$ cat config.mk
export PLATFORM = sky130hd
export DESIGN_NAME = bmh_ram
export DESIGN_NICKNAME = d
export VERILOG_FILES = /design/src/rtl/bmh_ram.sv
export SDC_FILE = /design/constraint.sdc
export NUM_CORES = 1
export LEC_CHECK = 0
export BUFFER_PORTS_ARGS = -buffer_cell sky130_fd_sc_hd__buf_4
export CORE_UTILIZATION = 40
export CTS_CLUSTER_SIZE = 12
export DETAILED_ROUTE_END_ITERATION = 8
export SETUP_SLACK_MARGIN = 0.5
export SKIP_CTS_REPAIR_TIMING = 1
export SYNTH_ARGS = -nofsm -noshare
export SYNTH_HDL_FRONTEND = slang
export SYNTH_SLANG_ARGS = --single-unit
export TNS_END_PERCENT = 50
$ cat constraint.sdc
create_clock -name clk_i -period 3.5 [get_ports clk_i]
set_clock_uncertainty 0.15 [all_clocks]
set_input_delay 0.525 -clock clk_i [delete_from_list [all_inputs] [get_ports clk_i]]
set_output_delay 0.525 -clock clk_i [all_outputs]
set_load 0.02 [all_outputs]
$ cat src/rtl/bmh_ram.sv
`default_nettype none
module bmh_ram #(
  parameter int unsigned WIDTH = 8,
  parameter int unsigned DEPTH = 16
) (
  input  wire logic                     clk_i,
  input  wire logic                     we_i,
  input  wire logic [$clog2(DEPTH)-1:0] waddr_i,
  input  wire logic [WIDTH-1:0]         wdata_i,
  input  wire logic [$clog2(DEPTH)-1:0] raddr_i,
  output logic      [WIDTH-1:0]         rdata_o
);

  logic [WIDTH-1:0] mem [DEPTH];

  always_ff @(posedge clk_i) begin
    if (we_i) begin
      mem[waddr_i] <= wdata_i;
    end
    rdata_o <= mem[raddr_i];
  end

endmodule
`default_nettype wire

==> impl_metrics.ini, run 1 <==
[route]
drt_iter0_drc = 226
first_pass_iters = 4
wl_um = 9240
avgRoutedWirePerCell_um = 20.5
drtAntennaViolNets = 0
dr_total_vias = 2275
drcViolationCount = 0
vias_per_cell = 5.04

[floorplan]
fp.dieW_um = 115
ios = 26
core-area_mm2 = 0.0126
start_util_pct = 41.0
fp-row-count = 41
dieArea_mm2 = 0.0133
die_h_um = 115

[setup_path]
critPathMaxFanout = 8
start_kind = primary input
path_cells = buf_4, or3b_2, nor2_1
endpoint_kind = register
critPathMaxStageDelay_ns = 0.66
worstPathArrival_ns = 1.82
required_ns = 3.37
critical_path_class = primary input to register
crit_slowest_cell = nor2_1

[timing]
max_freq_mhz = 514
period_share_pct = 55.6
finalCriticalPeriod_ns = 1.94
slew_headroom_pct = 36.1
hold_ws_ns = 0.283
grt_setup_unrepaired = false
final-setup-viol-count = 0
fin_setup_tns_ns = 0
report.final.hold_viol_count = 0
worst_pin_slew_ns = 0.954
slew_viol_final = 0
fin_ws_ns = 1.56

[logic_synthesis]
synth_area_mm2 = 0.00515
netlist.area_leader.share_pct = 74.7
async_flop_share_pct = 0
synthDistinctLibCells = 19
syn_nets = 247
avgSynthCellArea_um2 = 22.5
synth_compound_area_share_pct = 2.33
netlist_top_cells_count = 128 x edfxtp_1, 18 x mux4_2, 16 x a22oi_1
synth_top_family_by_area = multiplexers
yosys.area_share.simple_pct = 3.18
ys_seq_area_share_pct = 77.8
ys_seq_elements = 136
synthAdderAreaFrac_pct = 0
synthMuxAreaShare_pct = 15.0
yosysMostFrequentCell = edfxtp_1
yosysWarnings = 0
synth_area_leaders = edfxtp_1 75%, mux4_2 7.9%, mux4_1 7.1%, dfxtp_1 3.1%, a22oi_1 2.3%
synth_ff_type = edfxtp_1
synth_top_area_cell = edfxtp_1
synth_xor_area_share_pct = 0
synth_edf_count = 128
synth_cells = 229

[clocking]
cts_root_buffer = clkbuf_16
cts_num_sinks = 136
cts_tree = yes
clkTransAtPathRegs_ns = 0.05
insertion_delay_ns = 0.40
cts_max_level = 4
clock_path_buffers = 2
cts_buffers = 17

[global_routing]
use_met2_pct = 25.7
grt_pass1_wl_um = 14200
met3_usage_pct = 4.55
met1_usage_pct = 19.8
grt_start_max_net_pins = 33
overflow = 0
grt_pass1_vias = 2400
grt_usage_pct = 15.8
top_usage_layer = met2
antenna_found_initial = 0

[placed_design]
gp_congestion = 0.723
place.detailed.hpwl_um = 5810
dp_slack_ns = 1.12
io_buffers = 25
placed_cell_area_mm2 = 0.00549

[finish]
area_delta_synth_final_pct = 17.8
drive_above_1_share_pct = 26.2
layout.nets = 285
final_design_area_no_fill_mm2 = 0.00606
antenna_cells = 0
fin_util_pct = 48.2

[power]
total_leakage_power_nw = 2.01
ir_worst_vdd_v = 0.000399
powerDensity_mw_per_mm2 = 607

[job]
maxCapViolations = 0

[min_path]
worstHoldPathType = primary input to register

[outcome]
outcome = complete, no violations
kinds of logic after synthesis:
family / after synthesis
AO/OA/AOI/OAI: 16
multiplexers: 32
flip-flops: 136
AND/OR/NAND/NOR: 35
buffers and inverters: 10
per-layer routing:
layer | vias to the layer above | wire length (µm)
met4 | 0 | 99
met5 | - | 0
met2 | 47 | 4650
li1 | 1046 | -
met1 | 1176 | 4150
met3 | 6 | 338
area by class of cell:
type                            instances  area (µm²)
Timing Repair Buffer                   29         218
Fill cell                            1012        6510
Multi-Input combinational cell         83        1060
Clock buffer                           29         531
Tap cell                              172         215
Clock inverter                          2        37.5
Sequential cell                       136        4000
per-stage QoR:
step                      power, mW  cells
after floorplan                1.97    229
after global placement         2.04    420
after detailed placement       2.05    420
after CTS                      3.70    451
after global routing           3.79    451
final                          3.68    451
critical path, delay by kind of cell:
family                 cells  cell delay [ns]
buffers and inverters      1             0.12
and+or+nand+nor            2             1.17
layout by cell type, fill, tap and decap left out, drive strengths merged, types with 2 or more instances in the layout:
master	Yosys	layout
edfxtp	128	128
mux4	32	32
buf	7	29
clkbuf	0	29
a22oi	16	16
nor2	13	13
nand2	9	9
dfxtp	8	8
nor3	4	4
nand3b	2	2
nand2b	2	2
registers in the layout, indices dropped and copies added (netlist names):
| register | cells |
|---|---|
| mem | 128 |
| rdata_o | 8 |
worst paths after layout:
check,startpoint,endpoint,slack (ns),cells after the start
worst max register to register,mem[1][2],rdata_o[2],1.98,3
worst max-delay path,waddr_i[2],mem[3][3],1.56,3
worst min-delay path,wdata_i[7],mem[7][7],0.28,1
worst min register to register,mem[12][7],rdata_o[7],0.52,3
where the power goes:
part | internal (mW) | switching (mW)
clock network | 1.09 | 0.577
logic | 0.0769 | 0.101
registers | 1.82 | 0.0108
No activity file was read; power rests on OpenSTA's default activity.
==> inputs of run 2 (changes only) <==
==> constraint.sdc (replaced) <==
create_clock -name clk_i -period 1.68 [get_ports clk_i]
set_clock_uncertainty 0.15 [all_clocks]
set_input_delay 0.252 -clock clk_i [delete_from_list [all_inputs] [get_ports clk_i]]
set_output_delay 0.252 -clock clk_i [all_outputs]
set_load 0.02 [all_outputs]
==> run 2 against run 1 <==
  * Sequential power is 110% higher
  * Wire length is 6.7% higher
  * Final cell count is 5.8% higher
  * Sequential cell count stayed put
  * Clock-buffer cell count is 10 lower
  * Critical endpoint is now rdata_o[0]
  * Largest power group unchanged
==> impl_metrics.ini, run 2 (same netlist as run 1, synthesis figures left out) <==
[outcome]
outcome = complete, no violations

[route]
dr_total_vias = 2416
drt_iter0_drc = 226
first_pass_iters = 4
wl_um = 9870
avgRoutedWirePerCell_um = 20.7
drtAntennaViolNets = 0
vias_per_cell = 5.06
drcViolationCount = 0

[floorplan]
fp-row-count = 41
start_util_pct = 41.0
ios = 26
die_h_um = 115
core-area_mm2 = 0.0126
fp.dieW_um = 115
dieArea_mm2 = 0.0133

[timing]
period_share_pct = 88.8
max_freq_mhz = 670
worst_pin_slew_ns = 0.852
grt_setup_unrepaired = true
final-setup-viol-count = 0
report.final.hold_viol_count = 0
hold_ws_ns = 0.00210
slew_headroom_pct = 43.1
finalCriticalPeriod_ns = 1.49
slew_viol_final = 0

[setup_path]
required_ns = 1.81
endpoint_kind = register
start_kind = register
critPathMaxFanout = 1
worstPathArrival_ns = 1.62
critical_path_class = register to register

[job]
maxCapViolations = 0

[clocking]
clock_path_buffers = 2
cts_buffers = 17
cts_num_sinks = 136
cts_max_level = 4
insertion_delay_ns = 0.41
cts_tree = yes
cts_root_buffer = clkbuf_16
clkTransAtPathRegs_ns = 0.05

[global_routing]
grt_pass1_wl_um = 15100
overflow = 0
grt_pass1_vias = 2568
antenna_found_initial = 0
grt_start_max_net_pins = 21
grt_usage_pct = 16.7

[power]
pwr-share-comb_pct = 6.1
ir_worst_vdd_v = 0.000900
intPower_mw = 6.32
p_total_mw = 7.84
powerDensity_mw_per_mm2 = 1210
sw_frac_of_total_pct = 19.3
total_leakage_power_nw = 2.15
power_switching_mw = 1.51
clock_power_share_pct = 45.1
seq_power_share_pct = 48.8

[placed_design]
placed_cell_area_mm2 = 0.00586
gp_congestion = 0.672
place.detailed.hpwl_um = 6420
io_buffers = 25
post-place-cells = 445

[finish]
largestRegisters = mem (128), rdata_o (8)
final_design_area_no_fill_mm2 = 0.00648
largest_register = mem
layoutNonFillerInstCount = 477
layout.nets = 310
drive_above_1_share_pct = 42.6
largest_register_ffs = 128
antenna_cells = 0
area_delta_synth_final_pct = 25.9
layout_common_cells = 128 x edfxtp_1, 32 x mux4_2, 32 x buf_4
final_common_cell = edfxtp_1

[min_path]
worstHoldPathType = primary input to register
[run 2: layer usage]
metal,part of all wire (%),GRT usage [%]
met4,1.0,6.84
met5,0,0
met1,44,22.7
met2,50,25.7
met3,5.3,4.86
[run 2: final timing paths]
| path | start | to | slack [ns] | cells after the start |
|---|---|---|---|---|
| setup / recovery | mem[0][0] | rdata_o[0] | 0.19 | 4 |
| hold / removal | wdata_i[4] | mem[7][4] | 0.002 | 1 |
| hold reg to reg | mem[14][5] | rdata_o[5] | 0.52 | 3 |
| setup reg to reg | mem[0][0] | rdata_o[0] | 0.19 | 4 |
[run 2: metrics by stage]
| stage | utilization (%) | setup TNS (ns) | setup slack, ns |
|---|---|---|---|
| 2_1_floorplan | - | 0 | 0.175 |
| 3_3_place_gp | 46.6 | -0.640 | -0.203 |
| 6_report | 51.6 | 0 | 0.188 |
| 5_1_grt | 51.6 | 0 | 0.161 |
| 3_5_place_dp | 46.6 | -0.736 | -0.197 |
| 4_1_cts | 51.1 | 0 | 0.119 |
[run 2: area by class of cell]
class                      count  area (µm²)
timing repair buffer          54         593
multi-input combinational     83        1090
tap                          172         215
fill                         994        6090
clock buffer                  19         433
clock inverter                13         135
sequential                   136        4010
[run 2: power by group through the flow]
stage | clock network, mW | logic [mW] | registers (mW)
2_1_floorplan | 0 | 0.217 | 3.91
3_3_place_gp | 0 | 0.462 | 3.88
3_5_place_dp | 0 | 0.468 | 3.89
4_1_cts | 3.58 | 0.469 | 3.82
5_1_grt | 3.73 | 0.513 | 3.83
6_report | 3.53 | 0.479 | 3.83
[run 2: critical path: stages, from the launching register on]
cell and delay, ns:
edfxtp_1 0.38, mux4_2 0.48, a22oi_2 0.16, buf_4 0.15, nand2_2 0.05
