$ cat src/rtl/bmh_pkg.sv
`default_nettype none
package bmh_pkg;

  localparam int unsigned CAPACITY = 1024;
  localparam int unsigned KEY_BITS = 32;
  localparam int unsigned REF_BITS = 16;

  localparam int unsigned ADDR_W  = $clog2(CAPACITY);
  localparam int unsigned CNT_W   = $clog2(CAPACITY + 1);
  // child index 2*pos+2 needs two bits beyond the address
  localparam int unsigned POS_W   = ADDR_W + 2;
  localparam int unsigned ENTRY_W = KEY_BITS + REF_BITS;

  typedef enum logic [1:0] {
    CMD_INSERT = 2'd0,
    CMD_DELETE = 2'd1,
    CMD_CLEAR  = 2'd2
  } cmd_e;

  typedef enum logic [1:0] {
    ST_OK    = 2'd0,
    ST_FULL  = 2'd1,
    ST_EMPTY = 2'd2
  } status_e;

  typedef enum logic [3:0] {
    S_IDLE,
    S_UP_RD,
    S_UP_CMP,
    S_DN_ROOT,
    S_DN_MV,
    S_DN_L,
    S_DN_R,
    S_DN_SEL,
    S_FIN
  } state_e;

  typedef struct packed {
    logic [KEY_BITS-1:0] key;
    logic [REF_BITS-1:0] rf;
  } entry_t;

  typedef struct packed {
    entry_t           ent;
    logic [1:0]       status;
    logic [CNT_W-1:0] count;
  } result_t;

endpackage
`default_nettype wire

$ cat src/rtl/bmh_out_reg.sv
`default_nettype none
module bmh_out_reg (
  input  wire logic                       clk_i,
  input  wire logic                       rst_ni,
  input  wire logic                       res_valid_i,
  output logic                            res_ready_o,
  input  wire bmh_pkg::result_t           res_i,
  output logic                            out_valid_o,
  input  wire logic                       out_ready_i,
  output logic [bmh_pkg::REF_BITS-1:0]    out_ref_o,
  output logic [bmh_pkg::KEY_BITS-1:0]    out_key_o,
  output logic [1:0]                      status_o,
  output logic [bmh_pkg::CNT_W-1:0]       entry_count_o,
  output logic                            has_more_o
);
  import bmh_pkg::*;

  logic    valid_q, valid_d;
  result_t data_q, data_d;

  assign res_ready_o = !valid_q || out_ready_i;

  always_comb begin
    valid_d = valid_q;
    data_d  = data_q;
    if (out_ready_i) begin
      valid_d = 1'b0;
    end
    if (res_valid_i && res_ready_o) begin
      valid_d = 1'b1;
      data_d  = res_i;
    end
  end

  always_ff @(posedge clk_i or negedge rst_ni) begin
    if (!rst_ni) begin
      valid_q <= 1'b0;
    end else begin
      valid_q <= valid_d;
    end
  end

  always_ff @(posedge clk_i) begin
    data_q <= data_d;
  end

  assign out_valid_o   = valid_q;
  assign out_ref_o     = data_q.ent.rf;
  assign out_key_o     = data_q.ent.key;
  assign status_o      = data_q.status;
  assign entry_count_o = data_q.count;
  assign has_more_o    = data_q.count != '0;

endmodule
`default_nettype wire

$ cat config.mk
export PLATFORM = sky130hd
export DESIGN_NAME = bmh_out_reg
export DESIGN_NICKNAME = d
export VERILOG_FILES = /design/src/rtl/bmh_pkg.sv /design/src/rtl/bmh_out_reg.sv
export SDC_FILE = /design/constraint.sdc
export NUM_CORES = 1
export LEC_CHECK = 0
export BUFFER_PORTS_ARGS = -buffer_cell sky130_fd_sc_hd__clkbuf_2
export CAP_MARGIN = 30
export CORE_AREA = 2 2 77 79
export CTS_BUF_LIST = sky130_fd_sc_hd__clkbuf_16
export CTS_CLUSTER_DIAMETER = 30
export DETAILED_ROUTE_END_ITERATION = 10
export DIE_AREA = 0 0 79 81
export PLACE_DENSITY = 0.68
export REMOVE_ABC_BUFFERS = 1
export SLEW_MARGIN = 20
export SYNTH_ARGS = -nofsm -noshare
export SYNTH_HDL_FRONTEND = slang
export SYNTH_SLANG_ARGS = --single-unit
$ cat constraint.sdc
create_clock -name clk_i -period 3.3 [get_ports clk_i]
set_input_delay 0.165 -clock clk_i [delete_from_list [all_inputs] [get_ports clk_i]]
set_output_delay 0.165 -clock clk_i [all_outputs]
set_load 0.01 [all_outputs]
==> metrics.md, run 1 <==
| Metric | Value |
|---|---|
| Async set-reset flop share out of synthesis | `1.61%` |
| Final Cycle Share | `56.0%` |
| Vias per Instance | `4.04` |
| Num rows | `28` |
| Fraction of layout cells with a size suffix above 1 | `67.9%` |
| Achievable Freq | `541 MHz` |
| DP Wirelength | `2.84 mm` |
| Worst Setup Path Type | `flip-flop to flip-flop` |
| Pleak | `1.29 nW` |
| P_int | `1.55 mW` |
| Yosys warns | `0` |
| Status | `finished, final reports clean` |
| Net Sw Power | `0.381 mW` |
| Total GRT Usage | `11.2%` |
| Critical path capture point type | `flip-flop` |
| Htree depth | `3` |
| Clock latency on the worst-skew pair | `310 ps` |
| Max-cap viol count | `0` |
| Cells after Synth | `69` |
| Placer Congestion | `0.662` |
| Sw Ratio | `19.7%` |
| Clock power share | `45.5%` |
| Fillers | `509` |
| I/O pin cnt | `129` |
| Starting Density | `33.6%` |
| Startpoint types | `flip-flop` |
| WL per Instance | `12.8 microns` |
| Top cells by area, synth | `edfxtp_1 96%, dfrtp_1 1.3%, nand2b_4 0.72%` |
| Setup violators final | `0` |
| Die area | `6400 sq um` |
| CP required | `3250 ps` |
| Core area | `5680 sq um` |
| Synth-to-layout area growth | `54.8%` |
| Top FF cell, synth | `edfxtp_1` |
| CP Max Fanout | `41` |
| Clock skew | `4.38 ps` |
| Overall die width | `79 microns` |
| First-pass GRT wire length | `5.03 mm` |
| Hold Crit Class | `primary input to flip-flop` |
| Post-synthesis cell type count | `8` |
| Grt ovf | `0` |
| RSZ-0062 raised after global routing | `no` |
| Crit path arrival time | `1800 ps` |
| Diode count | `0` |
| Die height | `81 microns` |
| Wirelength, routed | `3.72 mm` |
| Vias in the first global route | `1089` |
| P per Cell Area | `656 nW/um^2` |
| Total CTS buffers | `9` |
| Hold Fails Final Rpt | `0` |
| Mapped cell area | `1910 sq um` |
| WHS | `22.9 ps` |
| Synth top cells by count | `61 x edfxtp_1, 2 x nor4_1` |
| Comb power frac | `6.3%` |
| Largest net degree at the start of global routing | `42` |
| Share of the synthesized area in the top cell type | `96.1%` |
| Final nets | `275` |
| Post-synthesis sequential area ratio | `97.4%` |
| Setup Fix Bufs, Post-CTS | `0` |
| Slew @ Worst Pin | `487 ps` |
| Maximum vdd drop | `0.000313 V` |
| CTS resizes | `0` |
| Slew Viols, Final | `0` |
| Seq cells post-synth | `62` |
| # DRC | `0` |
| CTS Buffer Depth | `2` |
| Synth Area per Inst | `27.6 sq um` |
| Sequential share of power | `48.2%` |
| Slew margin rel. | `67.6%` |
| Leading area contributor after synthesis | `edfxtp_1` |
| CTS Hold Buffers Added | `1` |
| Post-layout min period | `1850 ps` |
| 1st-pass router iterations | `4` |
| Initial antenna violation count | `0` |
| Clk slew on worst S/H paths | `50 ps` |
| TritonCTS clock tree | `built` |
| Post-synth EDFFs | `61` |
| Most frequent cell after synthesis | `edfxtp_1` |
| TNS Setup | `0 ps` |
| CTS Sinks | `62` |
| CTS root buf | `clkbuf_16` |
| Port-buffer cells | `128` |
| Via count | `1171` |
| 1st-iter DRT viols | `39` |
| Post-DRT Antenna Nets | `0` |
-- power groups by stage --
stage | Sequential (mW) | Combinational [mW] | Clock (mW)
floorplan | 0.973 | 0.0172 | 0
global placement | 0.946 | 0.123 | 0
detailed placement | 0.949 | 0.124 | 0
CTS | 0.933 | 0.125 | 0.909
global route | 0.936 | 0.134 | 0.954
finish | 0.933 | 0.122 | 0.879
-- final timing paths --
| path | to | cells after the start | slack (ps) | startpoint |
|---|---|---|---|---|
| max | out_key_o[26] | 3 | 1450 | out_valid_o |
| min | entry_count_o[8] | 1 | 20 | res_i[8] |
| max reg2reg | out_key_o[26] | 3 | 1450 | out_valid_o |
| min reg2reg | out_valid_o | 2 | 560 | out_valid_o |
| max in group asynchronous | out_valid_o | 2 | 3060 | rst_ni |
| min in group asynchronous | out_valid_o | 2 | 160 | rst_ni |
-- registers in the layout (all words and copies together) (netlist names) --
name           flops
out_ref_o         16
out_key_o         32
entry_count_o     11
status_o           2
out_valid_o        1
-- cell usage in the layout (no fill, tap or decap) --
| cell type | count |
|---|---|
| nand2b_4 | 1 |
| nand2b_1 | 1 |
| nor4_1 | 2 |
| and2_2 | 1 |
| dfrtp_1 | 1 |
| nor3_1 | 1 |
| clkbuf_16 | 9 |
| clkbuf_2 | 128 |
| buf_4 | 1 |
| edfxtp_1 | 61 |
| nand3_1 | 1 |
| clkinvlp_4 | 3 |
| inv_1 | 1 |
| clkinv_2 | 2 |
| dlygate4sd3_1 | 1 |
| bufinv_16 | 1 |
-- critical path: stages, from the launching register on --
cell and delay (ps):
dfrtp_1 400, nand2b_4 80, and2_2 460, buf_4 520
-- cells by family after synthesis --
logic type / after synthesis / synth area share, %
DFF: 62 / 97.4
and+or+nand+nor: 7 / 2.56
-- metal layers --
layer / track usage (%) / wire, microns / vias to the layer above
li1: - / - / 563
met2: 16.7 / 1720 / 84
met5: 0 / 0 / -
met4: 7.24 / 61 / 0
met1: 13.0 / 1500 / 517
met3: 5.44 / 442 / 7
-- layout make-up --
| class | instances | area, sq um | area share, % |
|---|---|---|---|
| Clock buffer | 9 | 225 | 7.63 |
| Clock inverter | 7 | 66.3 | 2.25 |
| Sequential cell | 62 | 1860 | 62.9 |
| Multi-Input combinational cell | 7 | 50.0 | 1.70 |
| Tap cell | 75 | 93.8 | 3.18 |
| Timing Repair Buffer | 130 | 658 | 22.3 |
-- metrics by stage --
stage | util (%) | std cells | power, mW | area (sq um) | worst slack (ps)
final | 52.0 | 290 | 1.93 | 2950 | 1450
after global placement | 46.7 | 273 | 1.07 | 2650 | 1470
after global routing | 52.0 | 290 | 2.02 | 2950 | 1310
after floorplan | - | 69 | 0.990 | 1910 | 889
after CTS | 52.0 | 290 | 1.97 | 2950 | 1400
after detailed placement | 46.7 | 273 | 1.07 | 2650 | 1410
Power figures use the tool's default switching activity.
==> run 2: changes to the inputs <==
- ABC_AREA: not set -> 1
- CORE_AREA: 2 2 77 79 -> 2 2 78 80
- DIE_AREA: 0 0 79 81 -> 0 0 80 82
- PLACE_DENSITY: 0.68 -> 0.7
- clock period: 3.3 -> 1.6 ns (I/O delays scaled with it)
==> run 2 against run 1 <==
Largest cell class unchanged. Maximum frequency up 41%. Via count up 24%. Sequential power up 110%. Clock-buffer cell count did not move. Highest routed layer unchanged. Largest power group unchanged.
==> metrics.md, run 2 <==
| Metric | Value |
|---|---|
| Synth-to-layout area growth | `86.0%` |
| CTS Sinks | `62` |
| Overall die width | `80 microns` |
| Htree depth | `3` |
| Status | `finished, final reports clean` |
| Placed Cells | `283` |
| I/O pin cnt | `129` |
| Post-route insts no fill | `361` |
| Cells on worst reg2reg path | `2` |
| Hold Fails Final Rpt | `0` |
| Post-synth EDFFs | `61` |
| Max-cap viol count | `0` |
| Synth Area per Inst | `24.6 sq um` |
| RSZ-0062 raised after global routing | `no` |
| Synth top cells by count | `61 x edfxtp_1, 6 x nor2_1, 5 x nand2_1, 3 x inv_1` |
| Startpoint types | `flip-flop` |
| Die height | `82 microns` |
| Worst Setup Path Type | `flip-flop to flip-flop` |
| Vias per Instance | `4.01` |
| Async set-reset flop share out of synthesis | `1.61%` |
| DP Wirelength | `2.88 mm` |
| Num rows | `28` |
| Clock skew | `3.41 ps` |
| Post-DRT Antenna Nets | `0` |
| Setup Fix Bufs, Post-CTS | `0` |
| # DRC | `0` |
| Worst R2R Setup Slack | `290 ps` |
| Share of the synthesized area in the top cell type | `95.4%` |
| Largest net degree at the start of global routing | `35` |
| Pleak | `1.57 nW` |
| Fillers | `430` |
| Achievable Freq | `764 MHz` |
| CP required | `1580 ps` |
| Hold Crit Class | `primary input to asynchronous set/reset pin` |
| Top FF cell, synth | `edfxtp_1` |
| Final nets | `347` |
| Clk slew on worst S/H paths | `50 ps` |
| Most frequent cells in the layout | `128 x clkbuf_2, 63 x dlygate4sd3_1, 61 x edfxtp_1, 9 x clkbuf_16, 6 x nor2_1` |
| Core area | `5750 sq um` |
| Total CTS buffers | `9` |
| Critical path capture point type | `flip-flop` |
| Slew margin rel. | `78.2%` |
| WL per Instance | `13.3 microns` |
| 1st-pass router iterations | `3` |
| Die area | `6560 sq um` |
| Overall Power | `3.90 mW` |
| Slew @ Worst Pin | `327 ps` |
| Grt ovf | `0` |
| Placed instance area | `2690 sq um` |
| Wirelength, routed | `4.82 mm` |
| Max FFs per register | `32` |
| Port-buffer cells | `128` |
| WHS | `72.3 ps` |
| Cells after Synth | `78` |
| Diode count | `0` |
| Clock latency on the worst-skew pair | `310 ps` |
| Top cells by area, synth | `edfxtp_1 95%, dfrtp_1 1.3%, nor2_1 1.2%` |
| Placer Congestion | `0.668` |
| TNS Setup | `0 ps` |
| Mapped cell area | `1920 sq um` |
| Slew Viols, Final | `0` |
| Final Cycle Share | `81.8%` |
| CTS Buffer Depth | `2` |
| Vias in the first global route | `1528` |
| Fraction of layout cells with a size suffix above 1 | `49.0%` |
| Most common cell after layout, fill and taps aside | `clkbuf_2` |
| Total GRT Usage | `14.9%` |
| Starting Density | `33.4%` |
| P per Cell Area | `1090 nW/um^2` |
| Initial antenna violation count | `0` |
| Leading area contributor after synthesis | `edfxtp_1` |
| Post-layout min period | `1310 ps` |
| Via count | `1449` |
| 1st-iter DRT viols | `32` |
| Yosys warns | `0` |
| Post-synthesis sequential area ratio | `96.7%` |
| Most frequent cell after synthesis | `edfxtp_1` |
| Maximum vdd drop | `0.000775 V` |
| TritonCTS clock tree | `built` |
| CP Max Fanout | `27` |
| Final instance area | `3570 sq um` |
| Setup violators final | `0` |
| Seq cells post-synth | `62` |
| CTS root buf | `clkbuf_16` |
| Crit path arrival time | `1290 ps` |
| Post-synthesis cell type count | `7` |
| First-pass GRT wire length | `6.89 mm` |
## run 2: final timing paths
| path | startpoint | end |
|---|---|---|
| worst max-delay path | out_valid_o | entry_count_o[9] |
| worst min-delay path | rst_ni | out_valid_o |
| worst max register to register | out_valid_o | entry_count_o[9] |
| worst min register to register | out_valid_o | out_valid_o |
| max in group asynchronous | rst_ni | out_valid_o |
| min in group clk_i | out_ready_i | out_valid_o |
## run 2: kinds of logic (layout without fill, tap and decap cells)
kind of cell | Yosys count | after routing | share of synthesized area (%)
buf+inv | 3 | 211 | 0.586
flops | 62 | 62 | 96.7
simple gates | 12 | 12 | 2.48
compound gates | 1 | 1 | 0.260
## run 2: area by class of cell
cell class,instances,area [sq um],area share (%)
multi-input cells,13,63.8,1.79
inverters,3,11.3,0.315
repair buffers,193,1300,36.4
well taps,75,93.8,2.63
clock buffers,9,225,6.30
flip-flops and latches,62,1860,52.0
clock inverters,6,22.5,0.630
## run 2: timing repair
action | in CTS | in global routing
hold endpoints to repair | 63 | 0
endpoints found under the setup margin | 0 | 0
hold buffers | 63 | 0
resized for setup | 0 | 0
## run 2: where the power goes
group,internal [mW],total (mW),switching [mW]
clock network,1.00,1.58,0.584
logic,0.221,0.389,0.168
registers,1.90,1.93,0.0290
## run 2: worst max-delay path, cell delays in order (launching register included)
cell,delay (ps)
dfrtp_1,420
a21oi_4,200
buf_4,340
## run 2: layer usage
layer  wire, microns  global-route usage, %
met5               0                      0
met4              65                   7.63
met3             383                   5.71
met2            2580                   26.8
met1            1800                   15.0
## run 2: metrics by stage
stage	utilization, %	setup slack, ps
after floorplan	-	-2320
after global placement	46.9	332
after detailed placement	46.9	295
after CTS	62.2	285
after global routing	62.2	238
final	62.2	292
==> run 3: changes to the inputs <==
- clock period: 1.6 -> 1.2 ns (I/O delays scaled with it)
==> run 3 against run 2 <==
The flow now finishes with violations (negative setup slack). Register-to-register slack got worse by 250 ps. Critical endpoint is now has_more_o. Largest cell class unchanged. Largest power group unchanged. Final cell count rose by 2.5%. Sequential share of layout area fell by 2.3 points. Highest routed layer unchanged. Clock-buffer cell count did not move. Utilization rose by 2.9 points. Non-clock buffer count rose by 8.
==> metrics.md, run 3 (same netlist as run 2, synthesis figures left out) <==
| Metric | Value |
|---|---|
| Overall die width | `80 microns` |
| Post-layout min period | `1240 ps` |
| CTS root buf | `clkbuf_16` |
| Failing checks | `negative setup slack` |
| Clock latency on the worst-skew pair | `310 ps` |
| Via count | `1520` |
| Core area | `5750 sq um` |
| Num rows | `28` |
| CP required | `1140 ps` |
| P per Cell Area | `1480 nW/um^2` |
| Diode count | `0` |
| Crit path arrival time | `1180 ps` |
| First-pass GRT wire length | `7.04 mm` |
| Buffers & Inverters on Critical Path | `1` |
| Overall Power | `5.52 mW` |
| Starting Density | `33.4%` |
| Hold Fails Final Rpt | `0` |
| CTS Buffer Depth | `2` |
| Worst Setup Path Type | `flip-flop to output port` |
| # DRC | `0` |
| DP Wirelength | `2.95 mm` |
| Die area | `6560 sq um` |
| Total CTS buffers | `9` |
| Placer Congestion | `0.657` |
| Synth-to-layout area growth | `94.5%` |
| 1st-pass router iterations | `4` |
| Status | `finished with violations` |
| Vias in the first global route | `1580` |
| Initial antenna violation count | `0` |
| I/O pin cnt | `129` |
| Final nets | `355` |
| CP Max Fanout | `2` |
| Crit-path slowest cell | `edfxtp_1` |
| Cell family with most CP delay | `flip-flops` |
| Max FFs per register | `32` |
| Critical path capture point type | `output port` |
| Critical path cell sequence | `nor2_1, nand2_1, nor2_1, nand2_1, buf_2` |
| RSZ-0062 raised after global routing | `yes` |
| Grt ovf | `0` |
| Slew margin rel. | `91.4%` |
| Achievable Freq | `810 MHz` |
| CTS Sinks | `62` |
| Vias per Instance | `4.11` |
| Slowest stage delay, CP | `380 ps` |
| Largest net degree at the start of global routing | `44` |
| Slew Viols, Final | `0` |
| Final worst slack | `-35.3 ps` |
| Fillers | `430` |
| Fraction of layout cells with a size suffix above 1 | `51.9%` |
| Port-buffer cells | `128` |
| Clk slew on worst S/H paths | `50 ps` |
| Crit Reg-Reg Startpoint | `out_valid_o` |
| Post-DRT Antenna Nets | `0` |
| Clock skew | `5.66 ps` |
| 1st-iter DRT viols | `35` |
| Pleak | `1.64 nW` |
| Setup violators final | `1` |
| Most common cell after layout, fill and taps aside | `clkbuf_2` |
| Total GRT Usage | `14.9%` |
| CP startpoint | `entry_count_o[3]` |
| Wirelength, routed | `5.04 mm` |
| Htree depth | `3` |
| Hold Crit Class | `primary input to asynchronous set/reset pin` |
| Most frequent cells in the layout | `127 x clkbuf_2, 63 x dlygate4sd3_1, 61 x edfxtp_1, 11 x clkbuf_16` |
| Slew @ Worst Pin | `129 ps` |
| Startpoint types | `flip-flop` |
| Maximum vdd drop | `0.00109 V` |
| TritonCTS clock tree | `built` |
| WL per Instance | `13.6 microns` |
| Max-cap viol count | `0` |
| Final Cycle Share | `103%` |
| Die height | `82 microns` |
| WHS | `66.5 ps` |
[run 3: changes by cell type in the layout (fill, tap and decap cells not counted), moves of 2 or more]
| cell | before | now |
|---|---|---|
| nor2_2 | 0 | 2 |
| nor2_1 | 6 | 4 |
| clkbuf_16 | 9 | 11 |
| buf_4 | 1 | 4 |
| clkinv_1 | 4 | 2 |
| buf_12 | 1 | 3 |
[run 3: layout make-up]
type	count	area, sq um	area share, %
Clock buffer	9	225	6.03
Clock inverter	7	57.6	1.54
Inverter	3	11.3	0.301
Multi-Input combinational cell	13	68.8	1.84
Sequential cell	62	1860	49.7
Tap cell	75	93.8	2.51
Timing Repair Buffer	201	1420	38.1
[run 3: path summary, 6_finish.rpt]
check	endpoint	slack, ps	cells after the start
max	has_more_o	-40	5
min	out_valid_o	70	2
max reg2reg	out_key_o[9]	40	3
min reg2reg	out_valid_o	670	3
max in group asynchronous	out_valid_o	1050	2
min in group clk_i	out_valid_o	70	4
[run 3: what timing repair did]
| action | CTS | global route |
|---|---|---|
| endpoints found under the hold margin | 63 | 0 |
| hold buffers | 63 | 0 |
| cloned | 0 | 3 |
| setup endpoints to repair | 45 | 47 |
| buffers inserted | 2 | 3 |
| resized for setup | 1 | 5 |
| pin swaps | 2 | 4 |
[run 3: stage by stage]
| stage | TNS, ps | utilization, % | setup WS [ps] | instance area, sq um | cells |
|---|---|---|---|---|---|
| global route | -205 | 65.0 | -105 | 3740 | 370 |
| finish | -35.3 | 65.0 | -35.3 | 3740 | 370 |
| global placement | 0 | 46.9 | 20.3 | 2690 | 283 |
| CTS | -771 | 63.1 | -41.6 | 3630 | 364 |
| detailed placement | -476 | 46.9 | -17.1 | 2690 | 283 |
| floorplan | -166130 | - | -2720 | 1920 | 78 |
[run 3: per-layer routing]
layer | up-vias | global-route usage (%) | routed length, microns | share of wire [%]
li1 | 727 | - | - | -
met1 | 698 | 14.5 | 1790 | 35
met2 | 85 | 27.5 | 2720 | 54
met3 | 10 | 5.05 | 417 | 8.3
met4 | 0 | 8.31 | 115 | 2.3
met5 | - | 0 | 0 | 0
[run 3: where the power goes]
part | internal (mW) | leakage [nW] | switching [mW]
Combinational | 0.342 | 0.907 | 0.240
Sequential | 2.53 | 0.592 | 0.0379
Clock | 1.57 | 0.143 | 0.801
Total | 4.44 | 1.64 | 1.08
