<file path="src/rtl/bmh_pkg.sv">
`default_nettype none
package bmh_pkg;

  localparam int unsigned CAPACITY = 1024;
  localparam int unsigned KEY_BITS = 32;
  localparam int unsigned REF_BITS = 16;

  localparam int unsigned ADDR_W  = $clog2(CAPACITY);
  localparam int unsigned CNT_W   = $clog2(CAPACITY + 1);
  // child index 2*pos+2 needs two bits beyond the address
  localparam int unsigned POS_W   = ADDR_W + 2;
  localparam int unsigned ENTRY_W = KEY_BITS + REF_BITS;

  typedef enum logic [1:0] {
    CMD_INSERT = 2'd0,
    CMD_DELETE = 2'd1,
    CMD_CLEAR  = 2'd2
  } cmd_e;

  typedef enum logic [1:0] {
    ST_OK    = 2'd0,
    ST_FULL  = 2'd1,
    ST_EMPTY = 2'd2
  } status_e;

  typedef enum logic [3:0] {
    S_IDLE,
    S_UP_RD,
    S_UP_CMP,
    S_DN_ROOT,
    S_DN_MV,
    S_DN_L,
    S_DN_R,
    S_DN_SEL,
    S_FIN
  } state_e;

  typedef struct packed {
    logic [KEY_BITS-1:0] key;
    logic [REF_BITS-1:0] rf;
  } entry_t;

  typedef struct packed {
    entry_t           ent;
    logic [1:0]       status;
    logic [CNT_W-1:0] count;
  } result_t;

endpackage
`default_nettype wire

</file>
<file path="src/rtl/bmh_ctrl.sv">
`default_nettype none
module bmh_ctrl (
  input  wire logic                      clk_i,
  input  wire logic                      rst_ni,
  input  wire logic                      in_valid_i,
  output logic                           in_ready_o,
  input  wire logic [1:0]                cmd_i,
  input  wire logic [bmh_pkg::REF_BITS-1:0] entry_ref_i,
  input  wire logic [bmh_pkg::KEY_BITS-1:0] entry_key_i,
  output logic                           mem_we_o,
  output logic [bmh_pkg::ADDR_W-1:0]     mem_waddr_o,
  output bmh_pkg::entry_t                mem_wdata_o,
  output logic [bmh_pkg::ADDR_W-1:0]     mem_raddr_o,
  input  wire bmh_pkg::entry_t           mem_rdata_i,
  output logic                           res_valid_o,
  input  wire logic                      res_ready_i,
  output bmh_pkg::result_t               res_o
);
  import bmh_pkg::*;

  state_e            state_q, state_d;
  logic [CNT_W-1:0]  count_q, count_d;
  logic [ADDR_W-1:0] pos_q, pos_d;
  logic [ADDR_W-1:0] lidx_q, lidx_d;
  logic              has_r_q, has_r_d;
  entry_t            mov_q, mov_d;
  entry_t            left_q, left_d;
  entry_t            res_ent_q, res_ent_d;
  logic [1:0]        status_q, status_d;

  logic [POS_W-1:0]  lft, rgt, cnt_ext;
  logic [ADDR_W-1:0] par_idx;
  logic [CNT_W-1:0]  cnt_m1;
  entry_t            pick;
  logic [ADDR_W-1:0] pick_idx;

  assign lft      = {1'b0, pos_q, 1'b1};
  assign rgt      = lft + POS_W'(1);
  assign cnt_ext  = POS_W'(count_q);
  assign par_idx  = (pos_q - ADDR_W'(1)) >> 1;
  assign cnt_m1   = count_q - CNT_W'(1);

  // right child wins only when strictly smaller
  always_comb begin
    if (has_r_q && (mem_rdata_i.key < left_q.key)) begin
      pick     = mem_rdata_i;
      pick_idx = lidx_q + ADDR_W'(1);
    end else begin
      pick     = left_q;
      pick_idx = lidx_q;
    end
  end

  always_ff @(posedge clk_i or negedge rst_ni) begin
    if (!rst_ni) begin
      state_q <= S_IDLE;
      count_q <= '0;
    end else begin
      state_q <= state_d;
      count_q <= count_d;
    end
  end

  always_ff @(posedge clk_i) begin
    pos_q     <= pos_d;
    lidx_q    <= lidx_d;
    has_r_q   <= has_r_d;
    mov_q     <= mov_d;
    left_q    <= left_d;
    res_ent_q <= res_ent_d;
    status_q  <= status_d;
  end

  always_comb begin
    state_d     = state_q;
    count_d     = count_q;
    pos_d       = pos_q;
    lidx_d      = lidx_q;
    has_r_d     = has_r_q;
    mov_d       = mov_q;
    left_d      = left_q;
    res_ent_d   = res_ent_q;
    status_d    = status_q;
    in_ready_o  = 1'b0;
    res_valid_o = 1'b0;
    mem_we_o    = 1'b0;
    mem_waddr_o = pos_q;
    mem_wdata_o = mov_q;
    mem_raddr_o = '0;

    unique case (state_q)
      S_IDLE: begin
        in_ready_o = 1'b1;
        if (in_valid_i) begin
          res_ent_d = '0;
          status_d  = ST_OK;
          state_d   = S_FIN;
          case (cmd_i)
            CMD_INSERT: begin
              if (count_q == CNT_W'(CAPACITY)) begin
                status_d = ST_FULL;
              end else begin
                mov_d   = '{key: entry_key_i, rf: entry_ref_i};
                pos_d   = count_q[ADDR_W-1:0];
                count_d = count_q + CNT_W'(1);
                state_d = S_UP_RD;
              end
            end
            CMD_DELETE: begin
              if (count_q == '0) begin
                status_d = ST_EMPTY;
              end else begin
                state_d = S_DN_ROOT; // root read issued this cycle
              end
            end
            CMD_CLEAR: count_d = '0;
            default: ;
          endcase
        end
      end
      S_UP_RD: begin
        if (pos_q == '0) begin
          mem_we_o = 1'b1;
          state_d  = S_FIN;
        end else begin
          mem_raddr_o = par_idx;
          state_d     = S_UP_CMP;
        end
      end
      S_UP_CMP: begin
        mem_we_o = 1'b1;
        if (mem_rdata_i.key > mov_q.key) begin
          // parent moves down into the hole
          mem_wdata_o = mem_rdata_i;
          pos_d       = par_idx;
          state_d     = S_UP_RD;
        end else begin
          state_d = S_FIN;
        end
      end
      S_DN_ROOT: begin
        res_ent_d   = mem_rdata_i;
        mem_raddr_o = cnt_m1[ADDR_W-1:0];
        count_d     = cnt_m1;
        pos_d       = '0;
        state_d     = S_DN_MV;
      end
      S_DN_MV: begin
        mov_d   = mem_rdata_i;
        state_d = S_DN_L;
      end
      S_DN_L: begin
        if (lft >= cnt_ext) begin
          mem_we_o = 1'b1;
          state_d  = S_FIN;
        end else begin
          mem_raddr_o = lft[ADDR_W-1:0];
          lidx_d      = lft[ADDR_W-1:0];
          state_d     = S_DN_R;
        end
      end
      S_DN_R: begin
        left_d  = mem_rdata_i;
        has_r_d = rgt < cnt_ext;
        mem_raddr_o = rgt[ADDR_W-1:0];
        state_d = S_DN_SEL;
      end
      S_DN_SEL: begin
        mem_we_o = 1'b1;
        if (mov_q.key > pick.key) begin
          mem_wdata_o = pick;
          pos_d       = pick_idx;
          state_d     = S_DN_L;
        end else begin
          state_d = S_FIN;
        end
      end
      S_FIN: begin
        res_valid_o = 1'b1;
        if (res_ready_i) begin
          state_d = S_IDLE;
        end
      end
      default: state_d = S_IDLE;
    endcase
  end

  assign res_o = '{ent: res_ent_q, status: status_q, count: count_q};

endmodule
`default_nettype wire

</file>
<file path="config.mk">
export PLATFORM = sky130hd
export DESIGN_NAME = bmh_ctrl
export DESIGN_NICKNAME = d
export VERILOG_FILES = /design/src/rtl/bmh_pkg.sv /design/src/rtl/bmh_ctrl.sv
export SDC_FILE = /design/constraint.sdc
export NUM_CORES = 1
export LEC_CHECK = 0
export BUFFER_PORTS_ARGS = -buffer_cell sky130_fd_sc_hd__buf_2
export CAP_MARGIN = 20
export CORE_UTILIZATION = 50
export CTS_CLUSTER_DIAMETER = 150
export CTS_CLUSTER_SIZE = 8
export DETAILED_ROUTE_END_ITERATION = 8
export MAX_ROUTING_LAYER = met4
export PLACE_DENSITY = 0.75
export SYNTH_ARGS = -nofsm -noshare
export SYNTH_HDL_FRONTEND = slang
export SYNTH_SLANG_ARGS = --single-unit
</file>
<file path="constraint.sdc">
create_clock -name clk_i -period 5.85 [get_ports clk_i]
set_clock_uncertainty 0.2 [all_clocks]
set_input_delay 0.8775 -clock clk_i [delete_from_list [all_inputs] [get_ports clk_i]]
set_output_delay 0.8775 -clock clk_i [all_outputs]
set_load 0.03 [all_outputs]
</file>
==> impl_metrics.toml, run 1 <==
[floorplan]
initial_core_util_pct = 51.5
core_mm2 = 0.0229
ioPinCount = 234
rows = 55
die_height_um = 156
dieArea_mm2 = 0.0242
fp.dieW_um = 156

[grt]
grt_pass1_wl_um = 55700
grt_pass1_vias = 10100
grt_max_degree = 49
grt_overflow = 0
antenna_found_initial = 4
grt_usage_pct = 30.9

[status]
violations = "negative setup slack"
status = "finished, violations left"

[synthesis]
synthCells = 1097
ys_seq_elements = 181
syn_nets = 1320
synth_seq_area_share_pct = 45.4
synth_area_mm2 = 0.0118
ys_types = 66
synth-edff-count = 166
ys.flop_type = "edfxtp_1"
synth.avg_cell_area_um2 = 10.8
asyncSetResetFlopFracSynth_pct = 8.29
yosys_warnings = 0

[clocking]
cts_buffer_depth = 2
htreeDepth = 4
cts-root-buf = "clkbuf_16"
clock_sinks = 181
cts_tree = "done"
clk_latency_ps = 450
clkTransAtPathRegs_ps = 90
hold_buffers = 0
cts_buffers = 17

[cells_and_area]
fin_nets = 1650
final_layout_size_suffix_gt1_share_pct = 37.4
syn_to_final_growth_pct = 34.7
fin_util_pct = 69.4
design_area_mm2 = 0.0159

[setup_path]
cp.arrival_ps = 5420
ff2ff_path_depth = 23
critical_path.max_fanout = 7
r2r_end = "mem_waddr_o[7]"
crit_type = "primary input to output port"
start_kind = "primary input"
r2r-start = "left_q[36]"
required_ps = 4770
r2r_slack_ps = 220
end_kind = "output port"

[sta]
fmax_mhz = 154
whs_ps = 132
finalSetupViolations = 48
rsz0062_at_grt = "true"
hold_violations = 0
drv_slew = 0
worst_pin_slew_ps = 1110
timing.final.ws_setup_ps = -644
min_period_ps = 6490
finalCritPeriodShare_pct = 111
maxSlewHeadroom_pct = 25.6

[route]
wirelength_um = 38000
drtAntennaViolNets = 0
first_pass_iters = 6
dr_total_vias = 10600
dr.first_iter.drc_count = 1184
drcViolationCount = 0
routedWlPerCell_um = 21.6
via_per_inst = 6.04

[placement]
dpl_cell_area_mm2 = 0.0140
portBuffers = 233
hpwl_um = 25200
place.gp.congestion = 0.928

[pwr]
switching_share_pct = 44.2
clkPwrFrac_pct = 20.1
power_mw = 6.08
ir_drop_uv = 231
power_density_mw_per_mm2 = 382
switchingPower_mw = 2.68
pwr-share-comb_pct = 46.6
leakage_nw = 6.78
seq_power_share_pct = 33.3
internal_power_mw = 3.39

[worst_hold_path]
hold_path.class = "primary input to async pin"

[flow_run]
max-cap-violations = 0
## final cells by class
cell class	instances	area, um^2
clock inverters	15	214
inverters	100	375
fillers	1632	7020
clock buffers	17	425
well taps	313	392
multi-input cells	766	6490
repair buffers	361	2630
diodes	5	12.5
flip-flops and latches	181	5360
## cell usage after synthesis, types with 5 or more instances
cell type,count,share of area (%)
o221ai_1,9,0.67
a21o_1,7,0.45
mux2_2,48,4.6
nor4_1,14,0.74
ha_1,121,13
a22oi_1,38,2.4
o21ai_0,73,3.1
nor3_1,15,0.64
dfrtp_1,15,3.2
a21oi_1,60,2.5
buf_4,7,0.45
a222oi_1,16,1.4
nand2b_1,6,0.32
buf_2,8,0.34
edfxtp_1,166,42
and3_1,6,0.32
nand3_1,21,0.89
xnor2_1,19,1.4
nor2_1,31,0.99
mux2i_1,32,2.7
clkbuf_1,31,0.99
xor2_1,13,0.96
o211ai_1,6,0.38
nand2_1,70,2.2
and2_1,53,2.8
a31oi_1,9,0.48
nor2b_1,9,0.48
a211oi_1,5,0.32
nand4_1,26,1.4
inv_1,100,3.2
## power by group through the flow
stage / combinational [mW] / sequential (mW) / clock (mW)
floorplan: 1.46 / 2.26 / 0
global placement: 2.46 / 2.03 / 0
detailed placement: 2.51 / 2.04 / 0
CTS: 2.67 / 2.01 / 1.23
global route: 3.01 / 2.05 / 1.28
finish: 2.83 / 2.03 / 1.22
## sequential cells by signal, indices dropped and copies added, names as in the netlist, 2 cells and up
signal       count
count_q         11
res_o           48
left_q          48
mem_waddr_o     10
lidx_q           9
state_q          4
mov_q           48
status_q         2
## layer usage
layer	part of all wire, %	global-route usage (%)	up-vias
met5	0	-	-
met3	8.7	5.61	76
met2	48	48.9	626
met1	41	40.5	5114
li1	-	-	4810
met4	2.2	9.29	0
## worst max path at each step
stage	slack (ps)	to	from
floorplan	-30	mem_wdata_o[39]	mem_rdata_i[31]
global placement	-540	mem_wdata_o[1]	mem_rdata_i[38]
detailed placement	-650	mem_wdata_o[1]	mem_rdata_i[38]
CTS	-410	mem_wdata_o[1]	mem_rdata_i[36]
global route	-760	mem_wdata_o[12]	mem_rdata_i[38]
finish	-640	mem_wdata_o[1]	mem_rdata_i[31]
## stage by stage
| step | setup TNS (ps) | cells | worst slack (ps) |
|---|---|---|---|
| 5_1_grt | -32550 | 1757 | -763 |
| 3_3_place_gp | -18780 | 1693 | -539 |
| 6_report | -26690 | 1758 | -644 |
| 2_1_floorplan | -64.3 | 1097 | -32.2 |
| 3_5_place_dp | -26530 | 1693 | -651 |
| 4_1_cts | -14950 | 1746 | -409 |
## kinds of logic after synthesis
logic type | share of synthesized area, %
muxes | 7.29
adders and majority gates | 12.8
xor gates and xnor gates | 2.37
AOI/OAI and AO/OA | 14.5
DFF | 45.4
buffers and inverters | 5.20
and+or+nand+nor | 12.4
## worst max-delay path: stages
cell,delay (ps)
buf_2,110
ha_1,330
a21oi_1,160
o21ai_1,130
a22oi_2,250
o211ai_1,210
a211o_1,410
buf_12,170
buf_8,120
mux2i_4,180
ha_1,300
nand4_1,140
buf_4,190
nor4_4,320
nand3b_1,210
a31oi_4,60
a21oi_4,230
buf_6,140
o22ai_4,100
a222oi_1,470
inv_1,140
buf_6,170
## cell usage in the layout (no fill, tap or decap), types with 9 or more instances in the layout
| cell | netlist | routed |
|---|---|---|
| buf_2 | 8 | 179 |
| edfxtp_1 | 166 | 166 |
| buf_4 | 7 | 118 |
| ha_1 | 121 | 107 |
| inv_1 | 100 | 100 |
| nand2_1 | 70 | 69 |
| a21oi_1 | 60 | 57 |
| and2_1 | 53 | 51 |
| buf_6 | 2 | 49 |
| mux2_2 | 48 | 48 |
| o21ai_0 | 73 | 38 |
| nor2_1 | 31 | 29 |
| nand4_1 | 26 | 26 |
| a22oi_1 | 38 | 25 |
| nand3_1 | 21 | 20 |
| xnor2_1 | 19 | 19 |
| o21ai_1 | 1 | 18 |
| clkbuf_16 | 0 | 18 |
| a222oi_1 | 16 | 16 |
| dfrtp_1 | 15 | 15 |
| nor3_1 | 15 | 14 |
| a22oi_2 | 0 | 13 |
| mux2i_1 | 32 | 13 |
| xor2_1 | 13 | 13 |
| ha_4 | 0 | 13 |
| mux2i_2 | 0 | 12 |
| o21ai_2 | 0 | 10 |
| nor4_1 | 14 | 9 |
| o221ai_1 | 9 | 9 |
| buf_12 | 0 | 9 |
## repair_timing
item / 4_1_cts / 5_1_grt
gates cloned: 4 / 0
endpoints found under the setup margin: 48 / 58
pin swaps: 22 / 32
setup buffers: 17 / 9
gates resized for setup: 136 / 107
endpoints found under the hold margin: 0 / 0
Note: power is estimated with default switching activity, not from simulation.
==> inputs of run 2 (changes only) <==
--- a/config.mk
+++ b/config.mk
@@ -7,6 +7,7 @@
 export LEC_CHECK = 0
 export BUFFER_PORTS_ARGS = -buffer_cell sky130_fd_sc_hd__buf_2
 export CAP_MARGIN = 20
+export CORE_ASPECT_RATIO = 2
 export CORE_UTILIZATION = 50
 export CTS_CLUSTER_DIAMETER = 150
 export CTS_CLUSTER_SIZE = 8
==> impl_metrics.toml, run 2 (synthesis results as in run 1) <==
[status]
status = "finished, violations left"
violations = "negative setup slack"

[clocking]
cts-root-buf = "clkbuf_16"
cts_buffers = 17
clock_sinks = 181
cts_tree = "done"
cts_buffer_depth = 2
htreeDepth = 4
clk_latency_ps = 470
hold_buffers = 0
clkTransAtPathRegs_ps = 80

[grt]
grt_overflow = 0
grt_usage_pct = 34.4
grt_pass1_vias = 11100
grt_max_degree = 51
grt_pass1_wl_um = 60700
antenna_found_initial = 3

[pwr]
power_density_mw_per_mm2 = 376
power_mw = 6.20
switchingPower_mw = 2.70
internal_power_mw = 3.50
clkPwrFrac_pct = 19.3
seq_power_share_pct = 33.1
leakage_nw = 7.05
pwr-share-comb_pct = 47.5
switching_share_pct = 43.6
ir_drop_uv = 300

[route]
via_per_inst = 6.31
routedWlPerCell_um = 24.3
wirelength_um = 43200
dr.first_iter.drc_count = 1017
dr_total_vias = 11200
drcViolationCount = 0
first_pass_iters = 9
drtAntennaViolNets = 0

[sta]
hold_violations = 0
maxSlewHeadroom_pct = 28.7
drv_slew = 0
finalSetupViolations = 48
fmax_mhz = 152
finalCritPeriodShare_pct = 112
min_period_ps = 6580
rsz0062_at_grt = "true"
timing.final.ws_setup_ps = -731
worst_pin_slew_ps = 1060

[setup_path]
path_buf_inv = 7
crit_type = "primary input to output port"
required_ps = 4770
r2r_slack_ps = 230
end_kind = "output port"
start_kind = "primary input"
r2r_end = "mem_waddr_o[4]"
critical_path.max_fanout = 6
r2r-start = "left_q[33]"
crit_start = "mem_rdata_i[33]"
worst_path_max_delay_cell = "a211oi_4"
ff2ff_path_depth = 22
critPathMaxStageDelay_ps = 430
crit_chain = "buf_6, ha_4, a21oi_1, nor2_1, a211oi_2, o211ai_1, a211oi_4, buf_12, buf_12, mux2i_4, ha_4, a21oi_1, o21ai_1, a221o_1, a211o_1, a21oi_4, buf_6, nor2b_4, buf_6, buf_8, a22oi_1, o21ai_1, buf_4"
crit_top_cell = "buf_6"
cp.arrival_ps = 5500
cp_top_family = "compound AO/OA/AOI/OAI gates"

[cells_and_area]
n_fill_cell = 1578
syn_to_final_growth_pct = 39.7
final_cell_mix = "buf_2 (177), buf_4 (171), edfxtp_1 (166), ha_1 (99), inv_1 (98)"
fin_nets = 1703
design_area_mm2 = 0.0165
final_common_cell = "buf_2"
final_layout_size_suffix_gt1_share_pct = 40.9

[placement]
place.gp.congestion = 1.03
hpwl_um = 28900
dpl_cell_area_mm2 = 0.0142
portBuffers = 233
pre_cts_ws_ps = -1270

[floorplan]
core_mm2 = 0.0232
ioPinCount = 234
rows = 79
die_height_um = 219
dieArea_mm2 = 0.0243
initial_core_util_pct = 50.8
fp.dieW_um = 111

[flow_run]
max-cap-violations = 0

[worst_hold_path]
hold_path.class = "primary input to async pin"
==> run 2: changes by cell type in the layout (fill, tap and decap cells not counted), sizes merged <==
cell,previous run,this run
buf,360,410
clkbuf,18,26
clkinv,8,2
clkinvlp,0,1
diode,5,4
==> run 2: metrics by stage <==
stage | std cells | setup TNS [ps] | util [%] | hold slack (ps)
finish | 1780 | -31160 | 71.0 | 108
global route | 1779 | -38530 | 71.0 | 120
CTS | 1753 | -17370 | 67.5 | 97.2
detailed placement | 1685 | -51010 | 60.9 | 382
global placement | 1685 | -46980 | 60.9 | 365
floorplan | 1097 | -64.3 | - | 382
==> run 2: cell type report <==
cell class	count	area [um^2]	share of cell area, %
Clock buffer	22	518	3.14
Inverter	100	375	2.28
Sequential cell	181	5360	32.5
Multi-Input combinational cell	766	6690	40.6
Clock inverter	10	93.8	0.569
Tap cell	283	354	2.15
Antenna cell	4	10.0	0.0607
Timing Repair Buffer	414	3090	18.8
==> run 2: power groups by stage <==
| stage | registers, mW | logic (mW) | clock network (mW) |
|---|---|---|---|
| floorplan | 2.26 | 1.46 | 0 |
| global placement | 2.06 | 2.53 | 0 |
| detailed placement | 2.06 | 2.57 | 0 |
| CTS | 2.04 | 2.75 | 1.21 |
| global route | 2.07 | 3.12 | 1.25 |
| finish | 2.05 | 2.95 | 1.20 |
==> run 2: layer usage <==
metal | part of all wire (%) | routed length, um | up-vias | GRT usage, %
met5 | 0 | 0 | - | -
met4 | 8.5 | 3670 | 0 | 25.6
met3 | 6.8 | 2920 | 252 | 6.24
met2 | 54 | 23400 | 654 | 63.2
met1 | 31 | 13300 | 5403 | 31.4
li1 | - | - | 4916 | -
==> run 2: timing repair <==
item | in CTS | in global routing
gates cloned | 3 | 4
setup buffers | 33 | 20
pin swaps | 27 | 36
gates resized for setup | 152 | 115
setup endpoints to repair | 48 | 48
==> run 2: how the worst max path moves through the flow <==
stage	end	depth (start not counted)	slack, ps
2_1_floorplan	mem_wdata_o[39]	20	-30
6_report	mem_wdata_o[31]	23	-730
4_1_cts	mem_wdata_o[6]	26	-440
5_1_grt	mem_wdata_o[42]	26	-910
3_5_place_dp	mem_wdata_o[0]	20	-1270
3_3_place_gp	mem_wdata_o[14]	20	-1150
==> inputs of run 3 (changes only) <==
--- a/config.mk
+++ b/config.mk
@@ -9,11 +9,13 @@
 export CAP_MARGIN = 20
 export CORE_ASPECT_RATIO = 2
 export CORE_UTILIZATION = 50
+export CTS_BUF_LIST = sky130_fd_sc_hd__clkbuf_4 sky130_fd_sc_hd__clkbuf_8
 export CTS_CLUSTER_DIAMETER = 150
 export CTS_CLUSTER_SIZE = 8
 export DETAILED_ROUTE_END_ITERATION = 8
 export MAX_ROUTING_LAYER = met4
 export PLACE_DENSITY = 0.75
+export SETUP_SLACK_MARGIN = 0.1
 export SYNTH_ARGS = -nofsm -noshare
 export SYNTH_HDL_FRONTEND = slang
 export SYNTH_SLANG_ARGS = --single-unit
==> impl_metrics.toml, run 3 (synthesis results as in run 1) <==
[status]
status = "finished, violations left"
violations = "negative setup slack"

[sta]
min_period_ps = 6460
drv_slew = 0
rsz0062_at_grt = "true"
timing.final.ws_setup_ps = -612
finalCritPeriodShare_pct = 110
whs_ps = 63.6
hold_violations = 0
finalSetupViolations = 48
worst_pin_slew_ps = 1240
timing.setup.tns_ps = -22330
maxSlewHeadroom_pct = 16.7
fmax_mhz = 155

[setup_path]
end_kind = "output port"
r2r_end = "mem_waddr_o[3]"
start_kind = "primary input"
required_ps = 4770
crit_cells = 23
critical_path.max_fanout = 16
worst_path_max_delay_cell = "nor3_4"
crit_path_end = "mem_wdata_o[6]"
path_buf_inv = 8
critPathMaxStageDelay_ps = 380
ff2ff_path_depth = 23
r2r-start = "left_q[35]"
crit_top_cell = "buf_6"
r2r_slack_ps = 460
crit_start = "mem_rdata_i[47]"
crit_type = "primary input to output port"
cp.arrival_ps = 5380
crit_chain = "buf_2, ha_1, nand4_1, nor3_4, nand3_4, a31oi_4, buf_6, a211oi_4, buf_6, bufbuf_16, mux2i_4, ha_4, nand4_1, nor4_4, buf_4, nand3b_1, a31oi_4, a21oi_4, nor2b_4, buf_12, a222oi_1, inv_1, buf_6"
cp_top_family = "simple AND/OR/NAND/NOR gates"

[cells_and_area]
syn_to_final_growth_pct = 35.2
fin_nets = 1684
final_cell_mix = "buf_2 (183), edfxtp_1 (166), buf_4 (141), ha_1 (106), inv_1 (88)"
fin_util_pct = 68.7
multi_input_area_mm2 = 0.00659
final_layout_size_suffix_gt1_share_pct = 40.4
ff_latch_area_mm2 = 0.00536
n_fill_cell = 1703
final_common_cell = "buf_2"

[clocking]
cts_buffers = 17
cts_tree = "done"
cts-root-buf = "clkbuf_8"
clock_sinks = 181
clk_latency_ps = 510
htreeDepth = 4
cts_buffer_depth = 2
clkTransAtPathRegs_ps = 100

[floorplan]
core_mm2 = 0.0232
initial_core_util_pct = 50.8
ioPinCount = 234
die_height_um = 219
fp.dieW_um = 111
dieArea_mm2 = 0.0243
rows = 79

[route]
drtAntennaViolNets = 0
via_per_inst = 6.20
dr_total_vias = 10900
first_pass_iters = 9
drcViolationCount = 0
dr.first_iter.drc_count = 789
routedWlPerCell_um = 23.1
wirelength_um = 40700

[flow_run]
max-cap-violations = 0

[placement]
portBuffers = 233
pre_cts_ws_ps = -842
hpwl_um = 29000
place.gp.congestion = 0.987

[pwr]
ir_drop_uv = 264
power_mw = 5.84
leakage_nw = 6.83
power_density_mw_per_mm2 = 366

[worst_hold_path]
hold_path.class = "primary input to async pin"

[grt]
antenna_found_initial = 4
grt_pass1_wl_um = 59600
grt_pass1_vias = 11100
grt_usage_pct = 33.6
grt_overflow = 0
grt_max_degree = 51
[run 3: cell types whose count changed in the layout (fill, tap and decap cells not counted), moves of 10 or more]
cell and change:
buf_4 -30, buf_6 +11, clkbuf_16 -23, clkbuf_8 +16, inv_1 -10, inv_2 +10, o21ai_1 -18, o21ai_2 +13
[run 3: layer usage]
| layer | up-vias | part of all wire, % | global-route usage, % |
|---|---|---|---|
| met1 | 5225 | 32 | 30.8 |
| met2 | 596 | 53 | 60.0 |
| met5 | - | 0 | - |
| li1 | 4880 | - | - |
| met4 | 0 | 8.7 | 27.2 |
| met3 | 215 | 6.2 | 6.60 |
[run 3: per-stage QoR]
stage	cell area, um^2	cells
CTS	15500	1745
global route	16000	1761
global placement	14200	1684
floorplan	11900	1097
detailed placement	14200	1684
finish	16000	1761
[run 3: report_power, final]
part           internal [mW]  switching (mW)  total (mW)
sequential              1.77           0.273        2.05
clock                  0.347           0.513       0.860
combinational           1.06            1.87        2.93
total                   3.18            2.66        5.84
[run 3: layout make-up]
cell class | count | area share [%]
Clock inverter | 15 | 0.901
Antenna cell | 4 | 0.0627
Multi-Input combinational cell | 766 | 41.3
Sequential cell | 181 | 33.6
Clock buffer | 17 | 1.47
Timing Repair Buffer | 395 | 18.1
Tap cell | 283 | 2.22
Inverter | 100 | 2.35
[run 3: worst reg2reg max path: stages (launching register included)]
cell	delay, ps
edfxtp_1	400
inv_2	60
ha_4	270
nand4_1	200
nor4_2	370
buf_4	180
nand3_4	70
a31oi_4	180
buf_4	140
a211o_4	130
buf_4	130
mux2i_1	360
ha_1	210
buf_4	110
nand4_1	200
a2111o_1	500
buf_4	150
nand3_1	70
a21oi_1	60
a21oi_1	190
buf_4	140
a2bb2oi_1	300
a21boi_0	220
buf_4	240
[run 3: how the worst min path moves through the flow]
stage	start	to	slack, ps	cells past startpoint
global route	rst_ni	count_q[4]	60	1
CTS	rst_ni	count_q[3]	40	1
floorplan	rst_ni	count_q[0]	380	0
global placement	count_q[10]	count_q[10]	380	1
finish	rst_ni	count_q[3]	60	1
detailed placement	count_q[10]	count_q[10]	400	1
[run 3: repair_timing]
action,CTS,global route
hold buffers,0,0
pin swaps,32,38
gates resized for setup,155,68
setup endpoints to repair,48,48
buffers inserted,26,12
cloned,3,0
